## src/design/wsd_pkg.sv

```systemverilog
// Package for the WebSocket frame deframer: parse phases, queue entry type
// and header constants. Used by the front end, back end and top level; depends on nothing.
`default_nettype none

package wsd_pkg;

   // Parse phases of the byte stream
   typedef enum logic [2:0] {
      PH_B0    = 3'd0,
      PH_B1    = 3'd1,
      PH_EXT16 = 3'd2,
      PH_EXT64 = 3'd3,
      PH_MASK  = 3'd4,
      PH_DATA  = 3'd5
   } phase_type;

   // Header field constants
   localparam logic [6:0] LEN_CODE_EXT16 = 7'd126;
   localparam logic [6:0] LEN_CODE_EXT64 = 7'd127;
   localparam logic [2:0] EXT16_LAST_CNT = 3'd1;   // second length byte
   localparam logic [2:0] EXT64_LAST_CNT = 3'd7;   // eighth length byte
   localparam logic [2:0] MASK_LAST_CNT  = 3'd3;   // fourth key byte

   // One classified payload beat, still masked, handed to the back end
   typedef struct packed {
      logic [7:0] data_byte;
      logic [7:0] key_byte;
      logic [3:0] opcode;
      logic       fin;
      logic       last;
   } entry_type;

endpackage

`default_nettype wire

```

## src/design/wsd_queue.sv

```systemverilog
// Small FIFO between the header parser and the output stage.
// Generic width and depth; no package dependency.
`default_nettype none

module wsd_queue #(
   parameter int WIDTH = 8,
   parameter int DEPTH = 4
) (
   input  wire logic             clock,
   input  wire logic             reset,
   input  wire logic             push,
   input  wire logic [WIDTH-1:0] push_data,
   output      logic             full,
   input  wire logic             pop,
   output      logic             not_empty,
   output      logic [WIDTH-1:0] pop_data
);

   localparam int PtrW = (DEPTH > 1) ? $clog2(DEPTH) : 1;
   localparam int CntW = $clog2(DEPTH + 1);
   localparam logic [PtrW-1:0] PtrMax = PtrW'(DEPTH - 1);
   localparam logic [CntW-1:0] CntFull = CntW'(DEPTH);

   logic [WIDTH-1:0] store_ff [DEPTH];
   logic [PtrW-1:0]  wr_ptr_ff, wr_ptr_in;
   logic [PtrW-1:0]  rd_ptr_ff, rd_ptr_in;
   logic [CntW-1:0]  count_ff, count_in;
   logic             do_push, do_pop;

   assign full      = (count_ff == CntFull);
   assign not_empty = (count_ff != '0);
   assign do_push   = push && !full;
   assign do_pop    = pop && not_empty;
   assign pop_data  = store_ff[rd_ptr_ff];

   // pointer and fill count update
   always_comb begin
      wr_ptr_in = wr_ptr_ff;
      rd_ptr_in = rd_ptr_ff;
      count_in  = count_ff;
      if (do_push) begin
         wr_ptr_in = (wr_ptr_ff == PtrMax) ? '0 : wr_ptr_ff + 1'b1;
      end
      if (do_pop) begin
         rd_ptr_in = (rd_ptr_ff == PtrMax) ? '0 : rd_ptr_ff + 1'b1;
      end
      if (do_push && !do_pop) begin
         count_in = count_ff + 1'b1;
      end else if (do_pop && !do_push) begin
         count_in = count_ff - 1'b1;
      end
   end

   always_ff @(posedge clock) begin
      if (reset) begin
         wr_ptr_ff <= '0;
         rd_ptr_ff <= '0;
         count_ff  <= '0;
      end else begin
         wr_ptr_ff <= wr_ptr_in;
         rd_ptr_ff <= rd_ptr_in;
         count_ff  <= count_in;
      end
   end

   // storage, no reset
   always_ff @(posedge clock) begin
      if (do_push) begin
         store_ff[wr_ptr_ff] <= push_data;
      end
   end

endmodule

`default_nettype wire

```

## src/design/wsd_front.sv

```systemverilog
// Front end: walks the frame header byte by byte and tags payload beats.
// Depends on wsd_pkg for phase codes, constants and the entry type.
`default_nettype none

module wsd_front (
   input  wire logic               clock,
   input  wire logic               reset,
   input  wire logic               take,        // byte accepted this cycle
   input  wire logic [7:0]         rx_byte,
   output      logic               push,
   output      wsd_pkg::entry_type push_entry
);

   wsd_pkg::phase_type phase_ff, phase_in;
   logic [2:0]  hdr_cnt_ff, hdr_cnt_in;
   logic [63:0] remain_ff, remain_in;
   logic [31:0] key_ff, key_in;
   logic [1:0]  pos_ff, pos_in;
   logic        mask_en_ff, mask_en_in;
   logic [3:0]  opcode_ff, opcode_in;
   logic        fin_ff, fin_in;

   logic [63:0] remain_shift;
   logic [63:0] remain_dec;
   logic        dec_zero;
   logic [6:0]  len_code;
   logic [7:0]  key_sel;

   assign remain_shift = {remain_ff[55:0], rx_byte};
   assign remain_dec   = remain_ff - 64'd1;
   assign dec_zero     = (remain_dec == '0);
   assign len_code     = rx_byte[6:0];

   // key byte for this payload position, first key byte at position zero
   always_comb begin
      case (pos_ff)
         2'd0:    key_sel = key_ff[31:24];
         2'd1:    key_sel = key_ff[23:16];
         2'd2:    key_sel = key_ff[15:8];
         default: key_sel = key_ff[7:0];
      endcase
   end

   // header walk: next state
   always_comb begin
      phase_in   = phase_ff;
      hdr_cnt_in = hdr_cnt_ff;
      remain_in  = remain_ff;
      key_in     = key_ff;
      pos_in     = pos_ff;
      mask_en_in = mask_en_ff;
      opcode_in  = opcode_ff;
      fin_in     = fin_ff;
      if (take) begin
         case (phase_ff)
            wsd_pkg::PH_B1: begin
               mask_en_in = rx_byte[7];
               hdr_cnt_in = '0;
               pos_in     = '0;
               if (len_code == wsd_pkg::LEN_CODE_EXT16) begin
                  remain_in = '0;
                  phase_in  = wsd_pkg::PH_EXT16;
               end else if (len_code == wsd_pkg::LEN_CODE_EXT64) begin
                  remain_in = '0;
                  phase_in  = wsd_pkg::PH_EXT64;
               end else begin
                  remain_in = {57'd0, len_code};
                  if (rx_byte[7]) begin
                     phase_in = wsd_pkg::PH_MASK;
                  end else if (len_code == '0) begin
                     phase_in = wsd_pkg::PH_B0;
                  end else begin
                     phase_in = wsd_pkg::PH_DATA;
                  end
               end
            end
            wsd_pkg::PH_EXT16, wsd_pkg::PH_EXT64: begin
               remain_in  = remain_shift;
               hdr_cnt_in = hdr_cnt_ff + 3'd1;
               if ((phase_ff == wsd_pkg::PH_EXT16 && hdr_cnt_ff == wsd_pkg::EXT16_LAST_CNT) ||
                   (phase_ff == wsd_pkg::PH_EXT64 && hdr_cnt_ff == wsd_pkg::EXT64_LAST_CNT)) begin
                  hdr_cnt_in = '0;
                  pos_in     = '0;
                  if (mask_en_ff) begin
                     phase_in = wsd_pkg::PH_MASK;
                  end else if (remain_shift == '0) begin
                     phase_in = wsd_pkg::PH_B0;
                  end else begin
                     phase_in = wsd_pkg::PH_DATA;
                  end
               end
            end
            wsd_pkg::PH_MASK: begin
               key_in     = {key_ff[23:0], rx_byte};
               hdr_cnt_in = hdr_cnt_ff + 3'd1;
               if (hdr_cnt_ff == wsd_pkg::MASK_LAST_CNT) begin
                  hdr_cnt_in = '0;
                  pos_in     = '0;
                  phase_in   = (remain_ff == '0) ? wsd_pkg::PH_B0 : wsd_pkg::PH_DATA;
               end
            end
            wsd_pkg::PH_DATA: begin
               remain_in = remain_dec;
               pos_in    = pos_ff + 2'd1;
               if (dec_zero) begin
                  phase_in = wsd_pkg::PH_B0;
               end
            end
            default: begin
               // first header byte
               fin_in    = rx_byte[7];
               opcode_in = rx_byte[3:0];
               phase_in  = wsd_pkg::PH_B1;
            end
         endcase
      end
   end

   // payload beat towards the queue
   always_comb begin
      push                 = take && (phase_ff == wsd_pkg::PH_DATA);
      push_entry.data_byte = rx_byte;
      push_entry.key_byte  = mask_en_ff ? key_sel : 8'd0;
      push_entry.opcode    = opcode_ff;
      push_entry.fin       = fin_ff;
      push_entry.last      = dec_zero;
   end

   always_ff @(posedge clock) begin
      if (reset) begin
         phase_ff   <= wsd_pkg::PH_B0;
         hdr_cnt_ff <= '0;
         remain_ff  <= '0;
         key_ff     <= '0;
         pos_ff     <= '0;
         mask_en_ff <= 1'b0;
         opcode_ff  <= '0;
         fin_ff     <= 1'b0;
      end else begin
         phase_ff   <= phase_in;
         hdr_cnt_ff <= hdr_cnt_in;
         remain_ff  <= remain_in;
         key_ff     <= key_in;
         pos_ff     <= pos_in;
         mask_en_ff <= mask_en_in;
         opcode_ff  <= opcode_in;
         fin_ff     <= fin_in;
      end
   end

endmodule

`default_nettype wire

```

## src/design/wsd_back.sv

```systemverilog
// Back end: pops tagged payload beats, removes the mask and holds the
// result beat in an output register. Depends on wsd_pkg for the entry type.
`default_nettype none

module wsd_back (
   input  wire logic               clock,
   input  wire logic               reset,
   input  wire logic               entry_valid,
   input  wire wsd_pkg::entry_type entry,
   output      logic               pop,
   output      logic               out_valid,
   input  wire logic               out_ready,
   output      logic [7:0]         out_byte,
   output      logic [3:0]         out_opcode,
   output      logic               out_fin,
   output      logic               out_last
);

   logic       valid_ff, valid_in;
   logic [7:0] byte_ff, byte_in;
   logic [3:0] opcode_ff, opcode_in;
   logic       fin_ff, fin_in;
   logic       last_ff, last_in;

   // refill the output register whenever it is empty or being drained
   assign pop = entry_valid && (!valid_ff || out_ready);

   always_comb begin
      valid_in  = valid_ff;
      byte_in   = byte_ff;
      opcode_in = opcode_ff;
      fin_in    = fin_ff;
      last_in   = last_ff;
      if (pop) begin
         valid_in  = 1'b1;
         byte_in   = entry.data_byte ^ entry.key_byte;
         opcode_in = entry.opcode;
         fin_in    = entry.fin;
         last_in   = entry.last;
      end else if (out_ready) begin
         valid_in = 1'b0;
      end
   end

   always_ff @(posedge clock) begin
      if (reset) begin
         valid_ff <= 1'b0;
      end else begin
         valid_ff <= valid_in;
      end
   end

   // payload, no reset
   always_ff @(posedge clock) begin
      byte_ff   <= byte_in;
      opcode_ff <= opcode_in;
      fin_ff    <= fin_in;
      last_ff   <= last_in;
   end

   assign out_valid  = valid_ff;
   assign out_byte   = byte_ff;
   assign out_opcode = opcode_ff;
   assign out_fin    = fin_ff;
   assign out_last   = last_ff;

endmodule

`default_nettype wire

```

## src/design/websocket_frame_deframer_unit.sv

```systemverilog
// WebSocket frame deframer, top level: header parser, beat queue, output stage.
// Throughput: one byte per cycle while the queue has room, header and payload
// alike, set by the parser. A payload byte reaches rsp_ from its req_ beat by
// way of the queue and then the output register.
// Header bytes and empty frames give no rsp_ beat.
// Reset (synchronous, active high) clears parser state, queue and output valid.
`default_nettype none

module websocket_frame_deframer_unit #(
   parameter int QUEUE_DEPTH = 4
) (
   input  wire logic       clock,
   input  wire logic       reset,
   input  wire logic       req_tvalid,
   output      logic       req_tready,
   input  wire logic [7:0] req_tdata,   // [7:0] rx_byte
   output      logic       rsp_tvalid,
   input  wire logic       rsp_tready,
   output      logic [7:0] rsp_tdata,   // [7:0] payload_byte
   output      logic [4:0] rsp_tuser,   // [3:0] frame_opcode, [4] frame_fin
   output      logic       rsp_tlast    // last_in_frame
);

   localparam int EntryW = $bits(wsd_pkg::entry_type);

   logic               take;
   logic               push;
   wsd_pkg::entry_type push_entry;
   wsd_pkg::entry_type pop_entry;
   logic [EntryW-1:0]  pop_bits;
   logic               q_full;
   logic               q_valid;
   logic               pop;
   logic [3:0]         out_opcode;
   logic               out_fin;

   // a beat is taken whenever the queue has room
   assign req_tready = !q_full;
   assign take       = req_tvalid && req_tready;

   wsd_front u_front (
      .clock      (clock),
      .reset      (reset),
      .take       (take),
      .rx_byte    (req_tdata),
      .push       (push),
      .push_entry (push_entry)
   );

   wsd_queue #(
      .WIDTH (EntryW),
      .DEPTH (QUEUE_DEPTH)
   ) u_queue (
      .clock     (clock),
      .reset     (reset),
      .push      (push),
      .push_data (push_entry),
      .full      (q_full),
      .pop       (pop),
      .not_empty (q_valid),
      .pop_data  (pop_bits)
   );

   assign pop_entry = wsd_pkg::entry_type'(pop_bits);

   wsd_back u_back (
      .clock       (clock),
      .reset       (reset),
      .entry_valid (q_valid),
      .entry       (pop_entry),
      .pop         (pop),
      .out_valid   (rsp_tvalid),
      .out_ready   (rsp_tready),
      .out_byte    (rsp_tdata),
      .out_opcode  (out_opcode),
      .out_fin     (out_fin),
      .out_last    (rsp_tlast)
   );

   assign rsp_tuser = {out_fin, out_opcode};

endmodule

`default_nettype wire

```

## config.mk

```make
export PLATFORM = sky130hd
export DESIGN_NAME = websocket_frame_deframer_unit
export DESIGN_NICKNAME = d
export VERILOG_FILES = /design/src/design/wsd_pkg.sv /design/src/design/wsd_queue.sv /design/src/design/wsd_front.sv /design/src/design/wsd_back.sv /design/src/design/websocket_frame_deframer_unit.sv
export SDC_FILE = /design/constraint.sdc
export NUM_CORES = 1
export LEC_CHECK = 0
export BUFFER_PORTS_ARGS = -buffer_cell sky130_fd_sc_hd__buf_2
export CORE_ASPECT_RATIO = 0.9
export CORE_MARGIN = 1.5
export CORE_UTILIZATION = 50
export DETAILED_ROUTE_END_ITERATION = 8
export MAX_ROUTING_LAYER = met4
export PLACE_DENSITY = 0.62
export RECOVER_POWER = 25
export SLEW_MARGIN = 15
export SYNTH_ARGS = -nofsm -noshare
export SYNTH_HDL_FRONTEND = slang
export SYNTH_HIERARCHICAL = 1
export SYNTH_SLANG_ARGS = --single-unit
export TNS_END_PERCENT = 20
```

## constraint.sdc

```tcl
create_clock -name clock -period 3.58 [get_ports clock]
set_input_delay 0.537 -clock clock [delete_from_list [all_inputs] [get_ports clock]]
set_output_delay 0.537 -clock clock [all_outputs]
set_load 0.05 [all_outputs]
```

==> results.ini, run 1 <==
[run_status]
status = complete, no violations

[setup_path]
worstSetupPathType = reg -> reg
rr_worst_depth = 8
crit_arrival_ns = 3.67
start_kind = flip-flop
r2r-start = u_front/remain_ff[21]
r2r_end = u_queue/store_ff[2][0]
r2r_setup_slack_ns = 0.17
crit_fanout = 10
critical_path.max_stage_delay_ns = 0.62
critPathSlowestCell = or4_4
required_ns = 3.85
worstPathCellList = or4_4 -> nor4_4 -> and4_1 -> and2_1 -> xnor2_1 -> nand3_1 -> or4_1 -> nor4b_2
end_kind = flip-flop

[clock_tree]
postCtsHoldBufs = 0
cts-buffers-inserted = 24
clk_latency_ns = 0.52
root_buffer = clkbuf_16
cts_buffer_depth = 3
clock_sinks = 222
cts_tree = built
clk_pin_slew_ns = 0.06
h-tree-depth = 1

[pwr]
powerDensity_nw_per_um2 = 552
cellLeakagePower_nw = 4.44
ir_worst_vdd_uv = 604
total_power_mw = 7.12

[yosys]
synth-edff-count = 102
yosysSeqAreaShare = 0.478
syn_area_per_cell_um2 = 9.40
netlist.area_leader.share = 0.268
synthCells = 1217
synthTopCellsByArea = edfxtp_1 27%, dfxtp_1 21%, nand2_1 5.0%
syn_nets = 1247
yosys.area.top_type = edfxtp_1
syn_area_um2 = 11400
synth_cell_types = 76
ys.warnings.count = 6
ys_ff_latch = 222
ys.flop_type = dfxtp_1
synthArstFlopShare = 0

[global_route]
grt_pass1_wl_um = 50000
grt_max_degree = 81
grt_pass1_vias = 8753
antenna_found_initial = 0
grt.overflow.total = 0
track_usage = 0.277

[floorplanning]
dieArea_um2 = 23800
rows = 52
die_y_um = 146
die_x_um = 162
ios = 28
core_area_um2 = 22400
start_util = 0.509

[drt]
drt-vias-per-instance = 6.05
vias = 9380
wl_um = 31500
antenna_left = 0
routed.top_layer = met4
drt-met1-wl_um = 15000
route.met2.wl_um = 13500
drcViolationCount = 0
firstDrtPassIters = 5
wire_per_inst_um = 20.3
wl_met3_um = 2440
drt_iter0_drc = 1029

[placed_design]
dp_slack_ns = 0.162
io_buffers = 27
dp_hpwl_um = 21100
gp_congestion = 1.03

[timing]
clock_skew_ns = 0.00931
holdWs_ns = 0.312
finalSetupViolations = 0
worstMarginPinSlew_ns = 1.11
hold_viol = 0
fin_crit_ns = 3.41
maxSlewViolCount = 0
slew_headroom = 0.257
rsz0062_at_grt = no
fmax_mhz = 294
setup_tns_ns = 0
fin_crit_sh = 0.951
fin_ws_ns = 0.174

[final_layout]
area_growth_syn_to_layout_pct = 12.8
diodes = 0
nFillCells = 1980
drive_gt1_frac = 0.141
finish.net_count = 1265
final_core_util = 0.575

[hold_path]
min-delay-start = rsp_tready
hold_depth = 3
min_to = u_back/out_valid
hold_path_class = in -> reg

[job]
maxCapViolations = 0

==> per-layer routing <==
| layer | up-vias | global-route usage |
|---|---|---|
| met1 | 4486 | 0.416 |
| li1 | 4477 | - |
| met5 | - | - |
| met3 | 41 | 0.0403 |
| met2 | 376 | 0.391 |
| met4 | 0 | 0.0670 |
==> logic make-up after synthesis <==
logic type / Yosys count / synth area share
AOI/OAI and AO/OA: 270 / 0.146
xor gates and xnor gates: 48 / 0.0368
adders and majority gates: 18 / 0.0204
buffers and inverters: 125 / 0.0511
DFF: 222 / 0.478
muxes: 24 / 0.0451
and+or+nand+nor: 510 / 0.223
==> Yosys cell counts (4+ instances only) <==
library cell  instances
a211oi_1              8
a21oi_1             114
a221oi_1              9
a222oi_1              8
a22o_1                4
a22oi_1              25
and2_1                4
and3_1                8
and4_1                4
buf_2                 8
buf_4                15
buf_6                 4
clkbuf_1             76
dfxtp_1             120
edfxtp_1            102
ha_1                 17
inv_1                17
mux4_2               22
nand2_1             153
nand3_1              23
nand4_1              16
nor2_1              152
nor3_1               44
nor3_2                6
nor4_1               34
nor4_2                6
o211ai_1              7
o21a_1                4
o21ai_0              58
o31ai_1              13
or2_2                 4
or3_1                16
or4_1                 7
xnor2_1              23
xor2_1               25
==> worst max-delay path, delay by kind of cell, from the launching register on <==
family | cells | cell delay, ns
xor gates and xnor gates | 1 | 0.18
DFF | 1 | 0.40
and+or+nand+nor | 7 | 2.57
==> where the power goes <==
part | internal [mW] | switching [mW]
combinational | 0.584 | 1.05
clock | 1.72 | 0.995
sequential | 2.71 | 0.0718
==> flip-flops by register name (all words and copies together) (netlist names), 3 cells and up, named ones only <==
name and count:
u_back/out_byte 8, u_back/out_opcode 4, u_front/hdr_cnt_ff 3, u_front/key_ff 32, u_front/opcode_ff 4, u_front/phase_ff 3, u_front/remain_ff 64, u_queue/count_ff 3
u_queue/store_ff 88
==> cell type report <==
class	instances	area [um2]	share of cell area
flip-flops and latches	222	5470	0.424
multi-input cells	870	5420	0.420
clock buffers	33	696	0.0539
repair buffers	97	672	0.0521
well taps	297	372	0.0288
clock inverters	11	181	0.0141
inverters	20	93.8	0.00728
==> how the worst max path moves through the flow <==
stage / slack [ns] / start / endpoint
after floorplan: 0.51 / u_front/remain_ff[21] / u_front/phase_ff[2]
after global placement: 0.15 / u_front/remain_ff[0] / u_front/phase_ff[2]
after detailed placement: 0.16 / u_front/remain_ff[0] / u_front/phase_ff[2]
after CTS: 0.13 / u_front/remain_ff[0] / u_front/phase_ff[2]
after global routing: 0.008 / u_front/remain_ff[11] / u_queue/store_ff[1][0]
final: 0.17 / u_front/remain_ff[21] / u_queue/store_ff[2][0]
==> repair_timing <==
action	CTS	global route
setup buffers	0	1
endpoints found under the setup margin	0	6
gates resized for setup	0	4
==> stage by stage <==
stage,cell area [um2],instances
after detailed placement,12000,1505
after floorplan,11400,1217
after CTS,12900,1549
after global placement,12000,1505
after global routing,12900,1550
final,12900,1550
==> cells in the final DEF, fill, tap and decap left out, types with 9 or more instances in the layout <==
cell type | Yosys | routed
nand2_1 | 153 | 153
nor2_1 | 152 | 151
dfxtp_1 | 120 | 120
a21oi_1 | 114 | 115
edfxtp_1 | 102 | 102
buf_4 | 15 | 68
o21ai_0 | 58 | 58
nor3_1 | 44 | 41
nor4_1 | 34 | 34
clkbuf_1 | 76 | 27
clkbuf_16 | 0 | 25
xor2_1 | 25 | 25
a22oi_1 | 25 | 25
xnor2_1 | 23 | 23
nand3_1 | 23 | 22
mux4_2 | 22 | 22
inv_1 | 17 | 17
ha_1 | 17 | 17
nand4_1 | 16 | 16
or3_1 | 16 | 16
o31ai_1 | 13 | 14
a221oi_1 | 9 | 9
No activity file was read; power rests on OpenSTA's default activity.
==> inputs of run 2 (changes only) <==
--- a/config.mk
+++ b/config.mk
@@ -6,12 +6,15 @@
 export NUM_CORES = 1
 export LEC_CHECK = 0
 export BUFFER_PORTS_ARGS = -buffer_cell sky130_fd_sc_hd__buf_2
+export CELL_PAD_IN_SITES_DETAIL_PLACEMENT = 1
+export CELL_PAD_IN_SITES_GLOBAL_PLACEMENT = 2
 export CORE_ASPECT_RATIO = 0.9
 export CORE_MARGIN = 1.5
-export CORE_UTILIZATION = 50
+export CORE_UTILIZATION = 41
+export CTS_CLUSTER_SIZE = 16
 export DETAILED_ROUTE_END_ITERATION = 8
 export MAX_ROUTING_LAYER = met4
-export PLACE_DENSITY = 0.62
+export PLACE_DENSITY = 0.77
 export RECOVER_POWER = 25
 export SLEW_MARGIN = 15
 export SYNTH_ARGS = -nofsm -noshare
==> run 2 against run 1 <==
Against the previous run: die area is 22% higher; clock-buffer cell count decreased by 1; non-clock buffer count increased by 11; fmax increased by 1.1%; combinational power grew 7%; first-iteration DRC count is 25% lower; hold slack got worse by 0.012 ns; final cell count increased by 4.6%; sequential power barely moved.
==> results.ini, run 2 (synthesis results as in run 1) <==
[setup_path]
end_kind = flip-flop  ; unchanged
critical_path.max_stage_delay_ns = 0.54  ; was 0.62 ns
crit_arrival_ns = 3.69  ; was 3.67 ns
required_ns = 3.90  ; was 3.85 ns
cpMostUsedCell = nor4_2
worstPathCellList = inv_1 -> ha_1 -> buf_4 -> or4b_1 -> nor4_2 -> nand4_1 -> nor4_2 -> o21a_1 -> and4_1 -> nand3_1 -> nor4b_4  ; was or4_4 -> nor4_4 -> and4_1 -> and2_1 -> xnor2_1 -> nand3_1 -> or4_1 -> nor4b_2
crit_fanout = 6  ; was 10
start_kind = flip-flop  ; unchanged
critPathSlowestCell = or4b_1  ; was or4_4
crit_family = simple AND/OR/NAND/NOR gates  ; unchanged
crit_buf_inv = 2  ; was 0
worstSetupPathType = reg -> reg  ; unchanged

[floorplanning]
die_y_um = 161  ; was 146 um
ios = 28  ; unchanged
start_util = 0.421  ; was 0.509
rows = 57  ; was 52
core_area_um2 = 27200  ; was 22400 um2
die_x_um = 179  ; was 162 um
dieArea_um2 = 28900  ; was 23800 um2

[drt]
vias = 9599  ; was 9380
firstDrtPassIters = 8  ; was 5
wire_per_inst_um = 22.7  ; was 20.3 um
drcViolationCount = 0  ; unchanged
drt_iter0_drc = 775  ; was 1029
drt-vias-per-instance = 5.92  ; was 6.05
antenna_left = 0  ; unchanged
wl_um = 36800  ; was 31500 um

[clock_tree]
h-tree-depth = 1  ; unchanged
root_buffer = clkbuf_16  ; unchanged
cts_buffer_depth = 3  ; unchanged
clk_pin_slew_ns = 0.06  ; about the same
clk_latency_ns = 0.54  ; was 0.52 ns
cts_setup_buffers = 0  ; unchanged
clock_sinks = 222  ; unchanged
cts-buffers-inserted = 26  ; was 24
cts_tree = built  ; unchanged

[placed_design]
placed_area_um2 = 12200  ; was 12000 um2
io_buffers = 27  ; unchanged
gp_congestion = 0.922  ; was 1.03
dp_hpwl_um = 24900  ; was 21100 um
dp.cells = 1574  ; was 1505

[final_layout]
area_growth_syn_to_layout_pct = 14.6  ; was 12.8%
drive_gt1_frac = 0.152  ; was 0.141
finalInstanceArea_um2 = 13100  ; was 12900 um2
mostFrequentLayoutCell = nand2_1  ; unchanged
reg.largest.list = u_queue/store_ff x88, u_front/remain_ff x64, u_front/key_ff x32  ; unchanged
final_cell_mix = 153 x nand2_1, 151 x nor2_1, 120 x dfxtp_1  ; unchanged
diodes = 0  ; unchanged
nFillCells = 3082  ; was 1980
final_core_util = 0.482  ; was 0.575
largest_reg_flops = 88  ; unchanged
finish.net_count = 1278  ; was 1265
regMostFlops = u_queue/store_ff  ; unchanged
finalNonFillerCells = 1622  ; was 1550

[global_route]
grt_pass1_vias = 9713  ; was 8753
antenna_found_initial = 0  ; unchanged
track_usage = 0.268  ; was 0.277
grt_max_degree = 81  ; unchanged
grt_pass1_wl_um = 57800  ; was 50000 um
grt.overflow.total = 0  ; unchanged

[job]
maxCapViolations = 0  ; unchanged

[timing]
fin_crit_ns = 3.37  ; was 3.41 ns
fmax_mhz = 297  ; was 294 MHz
fin_crit_sh = 0.941  ; was 0.951
maxSlewViolCount = 0  ; unchanged
clock_skew_ns = 0.00882  ; was 0.00931 ns
finalSetupViolations = 0  ; unchanged
hold_viol = 0  ; unchanged
rsz0062_at_grt = yes  ; was no
worstMarginPinSlew_ns = 1.14  ; was 1.11 ns
slew_headroom = 0.240  ; was 0.257

[hold_path]
hold_path_class = in -> reg  ; unchanged

[run_status]
status = complete, no violations  ; unchanged

[pwr]
ir_worst_vdd_uv = 316  ; was 604 uV
powerDensity_nw_per_um2 = 563  ; was 552 nW/um2
cellLeakagePower_nw = 4.53  ; was 4.44 nW

run 2: changes by cell type in the layout (fill, tap and decap cells not counted), sizes merged:
cell,delta
buf,+12
clkbuf,-2
clkinv,+4
clkinvlp,+2
inv,-1
run 2: stage by stage:
step | hold slack [ns] | TNS (ns) | power, mW | worst slack [ns]
floorplan | 0.436 | 0 | 3.88 | 0.509
global placement | 0.443 | 0 | 4.53 | 0.0909
detailed placement | 0.453 | 0 | 4.55 | 0.0698
CTS | 0.275 | 0 | 7.42 | 0.0408
global route | 0.316 | -0.0197 | 7.68 | -0.00509
finish | 0.301 | 0 | 7.38 | 0.211
run 2: metal layers:
metal | vias up | GRT usage | wire (um)
li1 | 4491 | - | -
met1 | 4805 | 0.384 | 17800
met2 | 261 | 0.394 | 16200
met3 | 42 | 0.0459 | 2190
met4 | 0 | 0.0595 | 682
met5 | - | - | 0
run 2: power breakdown:
group          switching (mW)  total [mW]  internal [mW]
logic                    1.12        1.75          0.626
registers              0.0749        2.79           2.71
clock network            1.09        2.85           1.76
run 2: worst reg2reg max path: stages (launching register included):
cell	delay, ns
dfxtp_1	0.35
inv_1	0.11
ha_1	0.19
buf_4	0.14
or4b_1	0.54
nor4_2	0.27
nand4_1	0.30
nor4_2	0.33
o21a_1	0.15
and4_1	0.21
nand3_1	0.15
nor4b_4	0.42
run 2: what timing repair did:
item / in CTS / in global routing
setup endpoints to repair: 0 / 6
hold buffers: 0 / 0
hold endpoints to repair: 0 / 0
gates resized for setup: 0 / 4
run 2: area by class of cell:
type	count	area, um2	area share
sequential	222	5470	0.417
multi-input combinational	870	5420	0.413
timing repair buffer	108	768	0.0586
clock buffer	32	704	0.0537
tap	354	443	0.0338
clock inverter	16	215	0.0164
inverter	20	93.8	0.00716
run 2: final timing paths:
path	cells after the start	slack, ns	startpoint	end
max	11	0.21	u_front/remain_ff[0]	u_queue/store_ff[1][0]
min	3	0.30	rsp_tready	u_back/out_valid
max reg2reg	11	0.21	u_front/remain_ff[0]	u_queue/store_ff[1][0]
min reg2reg	2	0.46	u_front/key_ff[27]	u_front/key_ff[27]
